### src/hw/rtl/assert_macros.svh
// Assertion helpers; each expects a clock named clk and a reset named rst in scope.
`ifndef ASSERT_MACROS_SVH
`define ASSERT_MACROS_SVH

// Check a condition at every clock edge outside reset.
`define EFR_ASSERT_ALWAYS(label, expr, msg) \
  label: assert property (@(posedge clk) disable iff (rst) (expr)) else $error(msg);

// Check that a condition implies another in the next cycle.
`define EFR_ASSERT_NEXT(label, cond, conseq, msg) \
  label: assert property (@(posedge clk) disable iff (rst) (cond) |=> (conseq)) \
    else $error(msg);

`endif

### src/hw/rtl/efr_pkg.sv
`default_nettype none

package efr_pkg;

  localparam int MAX_EPC_BYTES_DEF = 31;
  localparam int HEADER_LEN        = 16;
  localparam int HDR_MATCH_LEN     = 4;
  localparam int LEN_HI_POS        = 14;
  localparam int LEN_LO_POS        = 15;
  localparam int TIMEOUT_W         = 16;

  localparam logic [TIMEOUT_W-1:0] TIMEOUT_RESET = 16'd1000;

  localparam logic [7:0] CHR_CR    = 8'h0D;
  localparam logic [7:0] CHR_LF    = 8'h0A;
  localparam logic [7:0] HDR_CHR_0 = 8'h34;
  localparam logic [7:0] HDR_CHR_1 = 8'h30;
  localparam logic [7:0] HDR_CHR_2 = 8'h30;
  localparam logic [7:0] HDR_CHR_3 = 8'h31;

  typedef enum logic [1:0] {
    REQ_BYTE = 2'd0,
    REQ_TICK = 2'd1,
    REQ_BUSY = 2'd2,
    REQ_LINK = 2'd3
  } req_t;

  typedef enum logic [1:0] {
    CS_IDLE = 2'd0,
    CS_READ = 2'd1,
    CS_LOAD = 2'd2
  } ctrl_state_t;

  typedef struct packed {
    logic in_ready;
    logic load_out;
    logic adv_idx;
  } efr_cmd_t;

  typedef struct packed {
    logic frame_done;
    logic last_idx;
    logic out_free;
  } efr_status_t;

  // {valid, value}
  function automatic logic [4:0] hex_digit(input logic [7:0] c);
    logic [4:0] r;
    r = 5'd0;
    if (c >= 8'h30 && c <= 8'h39) begin
      r = {1'b1, 4'(c - 8'h30)};
    end else if (c >= 8'h41 && c <= 8'h46) begin
      r = {1'b1, 4'(c - 8'h37)};
    end else if (c >= 8'h61 && c <= 8'h66) begin
      r = {1'b1, 4'(c - 8'h57)};
    end
    return r;
  endfunction

endpackage

`default_nettype wire

### src/hw/rtl/efr_if.sv
`default_nettype none

interface efr_in_if;
  logic       valid;
  logic       ready;
  logic [1:0] req_type;
  logic [7:0] data_byte;
  logic       flag_value;

  modport source (output valid, req_type, data_byte, flag_value, input ready);
  modport sink (input valid, req_type, data_byte, flag_value, output ready);
endinterface

interface efr_out_if;
  logic       valid;
  logic       ready;
  logic [7:0] epc_char;
  logic       last_char;

  modport source (output valid, epc_char, last_char, input ready);
  modport sink (input valid, epc_char, last_char, output ready);
endinterface

`default_nettype wire

### src/hw/rtl/efr_ctrl.sv
`default_nettype none

module efr_ctrl (
  input  logic                clk,
  input  logic                rst,
  input  efr_pkg::efr_status_t status,
  output efr_pkg::efr_cmd_t    cmd
);

  efr_pkg::ctrl_state_t state, state_next;

  always_ff @(posedge clk) begin
    if (rst) begin
      state <= efr_pkg::CS_IDLE;
    end else begin
      state <= state_next;
    end
  end

  always_comb begin
    state_next = state;
    case (state)
      efr_pkg::CS_IDLE: begin
        if (status.frame_done) state_next = efr_pkg::CS_READ;
      end
      efr_pkg::CS_READ: begin
        state_next = efr_pkg::CS_LOAD;
      end
      efr_pkg::CS_LOAD: begin
        if (status.out_free) begin
          state_next = status.last_idx ? efr_pkg::CS_IDLE : efr_pkg::CS_READ;
        end
      end
      default: begin
        state_next = efr_pkg::CS_IDLE;
      end
    endcase
  end

  always_comb begin
    cmd = '0;
    case (state)
      efr_pkg::CS_IDLE: begin
        cmd.in_ready = 1'b1;
      end
      efr_pkg::CS_LOAD: begin
        cmd.load_out = status.out_free;
        cmd.adv_idx  = status.out_free && !status.last_idx;
      end
      default: begin
        cmd = '0;
      end
    endcase
  end

endmodule

`default_nettype wire

### src/hw/rtl/efr_datapath.sv
`default_nettype none
`include "assert_macros.svh"

module efr_datapath #(
  parameter int MAX_EPC_BYTES = efr_pkg::MAX_EPC_BYTES_DEF
) (
  input  logic                 clk,
  input  logic                 rst,
  input  logic                 cfg_we,
  input  logic [15:0]          cfg_wdata,
  efr_in_if.sink               in_ch,
  efr_out_if.source            out_ch,
  input  efr_pkg::efr_cmd_t    cmd,
  output efr_pkg::efr_status_t status
);

  localparam int STORE_DEPTH = 2 * MAX_EPC_BYTES;
  localparam int ADDR_W      = (STORE_DEPTH > 1) ? $clog2(STORE_DEPTH) : 1;
  localparam int COUNT_W     = $clog2(efr_pkg::HEADER_LEN + STORE_DEPTH + 2);
  localparam int CMP_W       = (COUNT_W > 9) ? COUNT_W : 9;
  localparam int TW          = efr_pkg::TIMEOUT_W;

  logic [TW-1:0]      timeout_ticks;
  logic [COUNT_W-1:0] byte_count, byte_count_next;
  logic               header_matched, header_matched_next;
  logic [7:0]         header_bytes [3];
  logic [7:0]         length_hi_char, length_hi_char_next;
  logic [7:0]         payload_length, payload_length_next;
  logic               cr_seen, cr_seen_next;
  logic [TW-1:0]      timeout_left, timeout_left_next;
  logic               busy_flag, busy_flag_next;
  logic               link_enable, link_enable_next;

  logic [7:0]        store [STORE_DEPTH];
  logic [7:0]        store_rdata;
  logic              store_we;
  logic [ADDR_W-1:0] store_waddr;
  logic              hdr_we;

  logic [ADDR_W-1:0] rd_idx;
  logic [ADDR_W-1:0] emit_last, emit_last_next;
  logic              emit_set;

  logic       out_valid;
  logic [7:0] out_data;
  logic       out_last;

  logic       fire;
  logic [7:0] b;

  assign in_ch.ready = cmd.in_ready;
  assign fire        = in_ch.valid && cmd.in_ready;
  assign b           = in_ch.data_byte;

  always_comb begin
    logic             clear_req;
    logic [CMP_W-1:0] off;
    logic [CMP_W-1:0] nchar;
    logic [4:0]       hi;
    logic [4:0]       lo;
    logic [7:0]       len;

    byte_count_next     = byte_count;
    header_matched_next = header_matched;
    length_hi_char_next = length_hi_char;
    payload_length_next = payload_length;
    cr_seen_next        = cr_seen;
    timeout_left_next   = timeout_left;
    busy_flag_next      = busy_flag;
    link_enable_next    = link_enable;
    store_we            = 1'b0;
    hdr_we              = 1'b0;
    emit_set            = 1'b0;
    clear_req           = 1'b0;

    off   = CMP_W'(byte_count) - CMP_W'(efr_pkg::HEADER_LEN);
    nchar = CMP_W'({payload_length, 1'b0});
    hi    = efr_pkg::hex_digit(length_hi_char);
    lo    = efr_pkg::hex_digit(b);
    len   = (hi[4] && lo[4]) ? {hi[3:0], lo[3:0]} : 8'd0;

    store_waddr    = off[ADDR_W-1:0];
    emit_last_next = ADDR_W'(nchar - CMP_W'(1));

    if (fire) begin
      case (efr_pkg::req_t'(in_ch.req_type))
        efr_pkg::REQ_BYTE: begin
          if (link_enable) begin
            if (busy_flag) begin
              clear_req = 1'b1;
            end else if (byte_count < COUNT_W'(efr_pkg::HDR_MATCH_LEN)) begin
              byte_count_next = byte_count + COUNT_W'(1);
              if (byte_count == COUNT_W'(efr_pkg::HDR_MATCH_LEN - 1)) begin
                if (header_bytes[0] == efr_pkg::HDR_CHR_0 &&
                    header_bytes[1] == efr_pkg::HDR_CHR_1 &&
                    header_bytes[2] == efr_pkg::HDR_CHR_2 &&
                    b == efr_pkg::HDR_CHR_3) begin
                  header_matched_next = 1'b1;
                  timeout_left_next   = timeout_ticks;
                end else begin
                  clear_req = 1'b1;
                end
              end else begin
                hdr_we = 1'b1;
              end
            end else if (byte_count < COUNT_W'(efr_pkg::HEADER_LEN)) begin
              byte_count_next = byte_count + COUNT_W'(1);
              if (byte_count == COUNT_W'(efr_pkg::LEN_HI_POS)) begin
                length_hi_char_next = b;
              end
              if (byte_count == COUNT_W'(efr_pkg::LEN_LO_POS)) begin
                if (int'(len) > MAX_EPC_BYTES) begin
                  clear_req = 1'b1;
                end else begin
                  payload_length_next = len;
                end
              end
            end else if (off < nchar) begin
              store_we        = 1'b1;
              byte_count_next = byte_count + COUNT_W'(1);
            end else if (off == nchar) begin
              cr_seen_next    = (b == efr_pkg::CHR_CR);
              byte_count_next = byte_count + COUNT_W'(1);
            end else begin
              if (cr_seen && b == efr_pkg::CHR_LF) begin
                busy_flag_next = 1'b1;
                emit_set       = (nchar != '0);
              end
              clear_req = 1'b1;
            end
          end
        end
        efr_pkg::REQ_TICK: begin
          if (header_matched) begin
            if (timeout_left <= TW'(1)) begin
              clear_req = 1'b1;
            end else begin
              timeout_left_next = timeout_left - TW'(1);
            end
          end
        end
        efr_pkg::REQ_BUSY: begin
          busy_flag_next = in_ch.flag_value;
        end
        efr_pkg::REQ_LINK: begin
          link_enable_next = in_ch.flag_value;
        end
        default: begin
          clear_req = 1'b0;
        end
      endcase
    end

    if (clear_req) begin
      byte_count_next     = '0;
      header_matched_next = 1'b0;
      length_hi_char_next = '0;
      payload_length_next = '0;
      cr_seen_next        = 1'b0;
      timeout_left_next   = '0;
    end
  end

  always_ff @(posedge clk) begin
    if (rst) begin
      timeout_ticks  <= efr_pkg::TIMEOUT_RESET;
      byte_count     <= '0;
      header_matched <= 1'b0;
      length_hi_char <= '0;
      payload_length <= '0;
      cr_seen        <= 1'b0;
      timeout_left   <= '0;
      busy_flag      <= 1'b0;
      link_enable    <= 1'b0;
      out_valid      <= 1'b0;
    end else begin
      if (cfg_we) timeout_ticks <= cfg_wdata;
      byte_count     <= byte_count_next;
      header_matched <= header_matched_next;
      length_hi_char <= length_hi_char_next;
      payload_length <= payload_length_next;
      cr_seen        <= cr_seen_next;
      timeout_left   <= timeout_left_next;
      busy_flag      <= busy_flag_next;
      link_enable    <= link_enable_next;
      if (cmd.load_out) begin
        out_valid <= 1'b1;
      end else if (out_ch.ready) begin
        out_valid <= 1'b0;
      end
    end
  end

  always_ff @(posedge clk) begin
    if (hdr_we) header_bytes[byte_count[1:0]] <= b;
    if (store_we) store[store_waddr] <= b;
    store_rdata <= store[rd_idx];
    if (emit_set) begin
      rd_idx    <= '0;
      emit_last <= emit_last_next;
    end else if (cmd.adv_idx) begin
      rd_idx <= rd_idx + ADDR_W'(1);
    end
    if (cmd.load_out) begin
      out_data <= store_rdata;
      out_last <= (rd_idx == emit_last);
    end
  end

  assign status.frame_done = emit_set;
  assign status.last_idx   = (rd_idx == emit_last);
  assign status.out_free   = !out_valid || out_ch.ready;

  assign out_ch.valid     = out_valid;
  assign out_ch.epc_char  = out_data;
  assign out_ch.last_char = out_last;

  `EFR_ASSERT_NEXT(a_done_sets_busy, emit_set, busy_flag, "good frame did not set busy")
  `EFR_ASSERT_ALWAYS(a_match_count, header_matched == (byte_count >= COUNT_W'(efr_pkg::HDR_MATCH_LEN)), "header match and byte count disagree")
  `EFR_ASSERT_ALWAYS(a_len_range, int'(payload_length) <= MAX_EPC_BYTES, "payload length above limit")
  `EFR_ASSERT_ALWAYS(a_no_write_emit, !(store_we && !cmd.in_ready), "store written during emit")

endmodule

`default_nettype wire

### src/hw/rtl/epc_frame_receiver_top.sv
`default_nettype none

// ASCII frame receiver. Each input beat is a received byte, a timer tick, a busy
// flag write or a link-enable write; input is taken one beat per cycle while the
// controller is idle. A frame is 16 header bytes starting "4001" with a
// two-hex-digit length L in bytes 14-15, then 2L payload characters and CR LF.
// When the LF of a good frame is taken, the busy flag is set and input holds off
// while the 2L characters go out, one beat each, last_char marking the final one;
// each character passes through the payload store's registered read, then the
// output register load, and any output stall lengthens the emit run. The result
// register lets the next input beat in while the final character still waits.
// Clear busy with a busy flag write before the next frame.

module epc_frame_receiver_top #(
  parameter int MAX_EPC_BYTES = efr_pkg::MAX_EPC_BYTES_DEF
) (
  input  logic        clk,
  input  logic        rst,
  input  logic        cfg_we,
  input  logic [15:0] cfg_wdata,
  efr_in_if.sink      in_ch,
  efr_out_if.source   out_ch
);

  efr_pkg::efr_cmd_t    cmd;
  efr_pkg::efr_status_t status;

  efr_ctrl u_ctrl (
    .clk    (clk),
    .rst    (rst),
    .status (status),
    .cmd    (cmd)
  );

  efr_datapath #(
    .MAX_EPC_BYTES (MAX_EPC_BYTES)
  ) u_datapath (
    .clk       (clk),
    .rst       (rst),
    .cfg_we    (cfg_we),
    .cfg_wdata (cfg_wdata),
    .in_ch     (in_ch),
    .out_ch    (out_ch),
    .cmd       (cmd),
    .status    (status)
  );

endmodule

`default_nettype wire

### src/flat_wrapper.sv
// flat-port wrapper written by rule: the top's interface ports become plain ports
module epc_frame_receiver_top_flat 
#(
  parameter int MAX_EPC_BYTES = efr_pkg::MAX_EPC_BYTES_DEF
)
  (clk, rst, cfg_we, cfg_wdata, in_ch_valid, in_ch_req_type, in_ch_data_byte, in_ch_flag_value, in_ch_ready, out_ch_valid, out_ch_epc_char, out_ch_last_char, out_ch_ready);
  efr_in_if in_ch_i ();
  efr_out_if out_ch_i ();
  input  logic clk;
  input  logic rst;
  input  logic cfg_we;
  input  logic [15:0] cfg_wdata;
  input wire logic [$bits(in_ch_i.valid)-1:0] in_ch_valid;
  input wire logic [$bits(in_ch_i.req_type)-1:0] in_ch_req_type;
  input wire logic [$bits(in_ch_i.data_byte)-1:0] in_ch_data_byte;
  input wire logic [$bits(in_ch_i.flag_value)-1:0] in_ch_flag_value;
  output wire logic [$bits(in_ch_i.ready)-1:0] in_ch_ready;
  output wire logic [$bits(out_ch_i.valid)-1:0] out_ch_valid;
  output wire logic [$bits(out_ch_i.epc_char)-1:0] out_ch_epc_char;
  output wire logic [$bits(out_ch_i.last_char)-1:0] out_ch_last_char;
  input wire logic [$bits(out_ch_i.ready)-1:0] out_ch_ready;
  assign in_ch_i.valid = in_ch_valid;
  assign in_ch_i.req_type = in_ch_req_type;
  assign in_ch_i.data_byte = in_ch_data_byte;
  assign in_ch_i.flag_value = in_ch_flag_value;
  assign in_ch_ready = in_ch_i.ready;
  assign out_ch_valid = out_ch_i.valid;
  assign out_ch_epc_char = out_ch_i.epc_char;
  assign out_ch_last_char = out_ch_i.last_char;
  assign out_ch_i.ready = out_ch_ready;
  epc_frame_receiver_top #(.MAX_EPC_BYTES(MAX_EPC_BYTES)) u_core (.clk(clk), .rst(rst), .cfg_we(cfg_we), .cfg_wdata(cfg_wdata), .in_ch(in_ch_i), .out_ch(out_ch_i));
endmodule
### config.mk
export PLATFORM = sky130hd
export DESIGN_NAME = epc_frame_receiver_top_flat
export DESIGN_NICKNAME = d
export VERILOG_FILES = /design/src/hw/rtl/efr_pkg.sv /design/src/hw/rtl/efr_if.sv /design/src/hw/rtl/efr_ctrl.sv /design/src/hw/rtl/efr_datapath.sv /design/src/hw/rtl/epc_frame_receiver_top.sv /design/src/flat_wrapper.sv
export VERILOG_INCLUDE_DIRS = /design/src /design/src/hw/rtl
export SDC_FILE = /design/constraint.sdc
export NUM_CORES = 1
export LEC_CHECK = 0
export ABC_CLOCK_PERIOD_IN_PS = 7600
export BUFFER_PORTS_ARGS = -buffer_cell sky130_fd_sc_hd__buf_2
export CORE_UTILIZATION = 30
export CTS_BUF_LIST = sky130_fd_sc_hd__clkbuf_4 sky130_fd_sc_hd__clkbuf_8
export CTS_CLUSTER_SIZE = 20
export DETAILED_ROUTE_END_ITERATION = 16
export HOLD_SLACK_MARGIN = 0.02
export PLACE_DENSITY_LB_ADDON = 0.2
export SLEW_MARGIN = 30
export SYNTH_ARGS = -nofsm -noshare
export SYNTH_HDL_FRONTEND = slang
export SYNTH_HIERARCHICAL = 1
export SYNTH_SLANG_ARGS = --single-unit
export TNS_END_PERCENT = 1
### constraint.sdc
create_clock -name clk -period 7.6 [get_ports clk]
set_input_delay 0.38 -clock clk [delete_from_list [all_inputs] [get_ports clk]]
set_output_delay 0.38 -clock clk [all_outputs]
set_load 0.005 [all_outputs]
==> reports/metrics.yaml <==
clocking:
  cts_max_path_buffers: 3
  tritoncts: "built"
  numCtsBuffers: 101
  clk_transition_reported_paths_ps: 60
  cts_setup_buffers: 0
  worstSkewPairLatency_ps: 700
  clock_sink_count: 610
  cts_root_buf: "clkbuf_8"
  htreeDepth: 3
layout:
  area.sequential_mm2: 0.01757
  filler_cell_count: 7709
  layout_area_growth_over_synthesis_pct: 14.92
  final_layout_size_suffix_gt1_share_pct: 29.66
  multiInputGateArea_mm2: 0.006965
  final_util_pct: 34.90
  nNetsFinal: 1530
  antenna_cells_inserted: 0
setup_path:
  worst-endpoint-arrival_ps: 4820
  crit_type: "reg2reg"
  worstRegToRegCells: 11
  critical_path_source_type: "flop"
  crit_chain: "inv_1 -> ha_1 -> ha_1 -> inv_1 -> ha_1 -> nand3_1 -> a21boi_0 -> or2_2 -> nor4_1 -> nand2_1 -> nor2_1"
  critical-path-slowest-cell: "nor2_1"
  path_common_cell: "ha_1"
  buf_inv_on_cp: 2
  endpoint_kind: "flop"
  worst_path_dominant_cell_family: "simple AND/OR/NAND/NOR gates"
  crit_required_ps: 7920
  crit_fanout: 8
  critical_path_depth: 11
  cpPeakStageDelay_ps: 860
routing:
  detail-route-antenna-nets: 0
  vias: 13278
  post_drt_via_cell_ratio: 5.066
  wl_per_cell_um: 24.85
  drt-pass1-iter-count: 5
  wl_um: 65130
  drt-initial-drc-count: 1025
  drc: 0
timing:
  tightestPinTransition_ps: 1007
  timing.fmax_mhz: 222.0
  period_minus_slack_ps: 4504
  final_report_setup_violation_count: 0
  rsz_0062_raised_after_global_routing: "false"
  fin_crit_sh_pct: 59.26
  finalWorstSetupSlack_ps: 3096
  timing.clock.skew_ps: 35.56
  fin_worst_hold_slack_ps: 91.36
  setup_tns_ps: 0
  drv_slew: 0
  finalHoldViolCount: 0
  max_slew_margin_pct: 32.73
floorplan:
  dieArea_mm2: 0.08441
  ioPinCount: 43
  fp.dieW_um: 290.5
  placement_rows: 105
  coreArea_mm2: 0.08224
  start_util_pct: 30.37
  die_h_um: 290.5
placed_design:
  gp_congestion: 0.8011
  place_hpwl_um: 39440
  portBuffers: 42
  placement.setup.worst_slack_ps: 3199
power:
  total_switching_power_uw: 1555
  leakage_uw: 0.008932
  share_clk_of_total_power_pct: 43.3
  power_density_mw_per_mm2: 247.0
  share_seq_of_total_power_pct: 51.7
  p_total_uw: 7088
  vdd.ir_drop.worst_mv: 0.1274
  power.internal_uw: 5533
  combPwrFrac_pct: 5.0
  power.switching_fraction_pct: 21.94
yosys:
  synth_edf_count: 534
  postSynth.asyncResetShare_pct: 0
  netlist.top_cell.by_area: "edfxtp_1"
  post-synth-top-area-fraction_pct: 64.21
  yosysUniqueCellTypes: 69
  netlist_instances: 1359
  post_synth.cell_area_avg_um2: 18.38
  synthTopCellsByArea: "edfxtp_1, mux4_2, dfxtp_1"
  count_of_yosys_warnings_during_synthesis: 6
  synth_fp_nets: 1421
  synth_sequential_area_ratio_pct: 70.30
  synth.most_common_cell: "edfxtp_1"
  ys_ff_latch: 610
  mappedNetlistArea_mm2: 0.02498
  synth_top_flop_cell: "edfxtp_1"
  ys_top_cells_by_count: "edfxtp_1, mux4_2, nor2_1, dfxtp_1, nand2_1"
grt:
  grt_usage_pct: 15.45
  globalRouteOverflowTotal: 0
  largest_net_degree_at_the_start_of_global_routing: 113
  grt_first_pass_wirelength_um: 95650
  number_of_antenna_violations_at_the_first_check_in_global_routing: 2
  grt_pass1_vias: 13714
status:
  outcome: "complete, no violations"
job:
  drv.max_cap_violation_count: 0
min_path:
  timing.hold.worst_path_depth: 1
  worstHoldPathType: "in2reg"
## repair_timing
| item | 4_1_cts | 5_1_grt |
|---|---|---|
| endpoints found under the setup margin | 0 | 0 |
| resized for setup | 0 | 0 |
| hold endpoints to repair | 18 | 0 |
| hold buffers | 17 | 0 |
## layout by cell type, fill, tap and decap left out, types with 5 or more instances in the layout
master / instances
buf_2: 42
and2_1: 6
nor2_1: 116
buf_4: 16
nand3_1: 14
clkinv_2: 17
xnor2_1: 6
clkbuf_8: 114
dlygate4sd3_1: 17
nand2_1: 58
inv_1: 25
ha_1: 30
nor3_2: 19
nor3_1: 6
mux2i_1: 23
clkbuf_4: 29
a211oi_2: 23
mux4_2: 160
mux2_2: 8
a21oi_1: 13
o21ai_0: 18
bufinv_16: 6
nor2b_1: 9
o21ai_1: 5
or3_1: 5
nand3b_1: 5
nand4_1: 11
edfxtp_1: 534
nor4_1: 11
clkinv_1: 15
o31ai_1: 7
a211o_1: 6
nand2b_1: 10
or4_1: 5
xor2_1: 9
dfxtp_1: 72
## cells by family (layout without fill, tap and decap cells)
| kind of cell | after synthesis | count (layout) | synth area share (%) |
|---|---|---|---|
| multiplexers | 191 | 191 | 15.71 |
| flip-flops | 610 | 610 | 70.30 |
| XOR/XNOR | 15 | 15 | 0.5260 |
| AO/OA/AOI/OAI | 109 | 109 | 3.662 |
| AND/OR/NAND/NOR | 306 | 306 | 6.473 |
| adder cells (fa/ha/maj) | 30 | 30 | 1.503 |
| buffers and inverters | 98 | 290 | 1.829 |
## area by class of cell
class,count,share of cell area (%)
repair buffers,79,1.988
inverters,25,0.3270
multi-input cells,651,24.27
well taps,1070,4.665
clock inverters,43,1.321
flip-flops and latches,610,61.21
clock buffers,143,6.225
## routing by layer
metal | share of wire, % | GRT usage [%]
met1 | 46 | 21.76
met2 | 47 | 24.69
met3 | 5.2 | 2.998
met4 | 1.7 | 3.510
met5 | 0 | 0
## registers in the layout, summed over array words and instances, names as in the netlist
name and cells:
u_core/u_datapath/emit_last 5, u_core/u_datapath/out_ch.valid 1, u_core/u_datapath/out_ch.last_char 1, u_core/u_datapath/timeout_left 16, u_core/u_datapath/timeout_ticks 16, u_core/u_datapath/byte_count 7
u_core/u_datapath/busy_flag 1, u_core/u_datapath/header_matched 1, u_core/u_datapath/length_hi_char 8, u_core/u_datapath/out_ch.epc_char 8, u_core/u_datapath/link_enable 1, u_core/u_datapath/header_bytes 24
u_core/u_ctrl/state 2, u_core/u_datapath/store 496, u_core/u_datapath/store_rdata 8, u_core/u_datapath/payload_length 8, u_core/u_datapath/cr_seen 1, u_core/u_datapath/rd_idx 6
## path summary, 6_finish.rpt
| check | to | from | slack (ps) |
|---|---|---|---|
| max | u_core/u_datapath/store[1][0] | u_core/u_datapath/byte_count[4] | 3100 |
| max reg2reg | u_core/u_datapath/store[1][0] | u_core/u_datapath/byte_count[4] | 3100 |
| min | u_core/u_datapath/store[8][7] | in_ch_data_byte[7] | 90 |
| min reg2reg | u_core/u_datapath/out_ch.epc_char[5] | u_core/u_datapath/store_rdata[5] | 400 |
## power by group through the flow
stage          sequential, uW  combinational, uW  clock [uW]
6_report                 3670                353        3070
5_1_grt                  3670                376        3300
3_5_place_dp             3740                353           0
2_1_floorplan            3720                217           0
4_1_cts                  3670                359        3160
3_3_place_gp             3740                354           0
## per-stage QoR
step | area [um2] | instances
global placement | 26330 | 2417
CTS | 28670 | 2620
detailed placement | 26340 | 2417
global route | 28700 | 2621
floorplan | 24980 | 1359
finish | 28700 | 2621
Power figures use the tool's default switching activity.
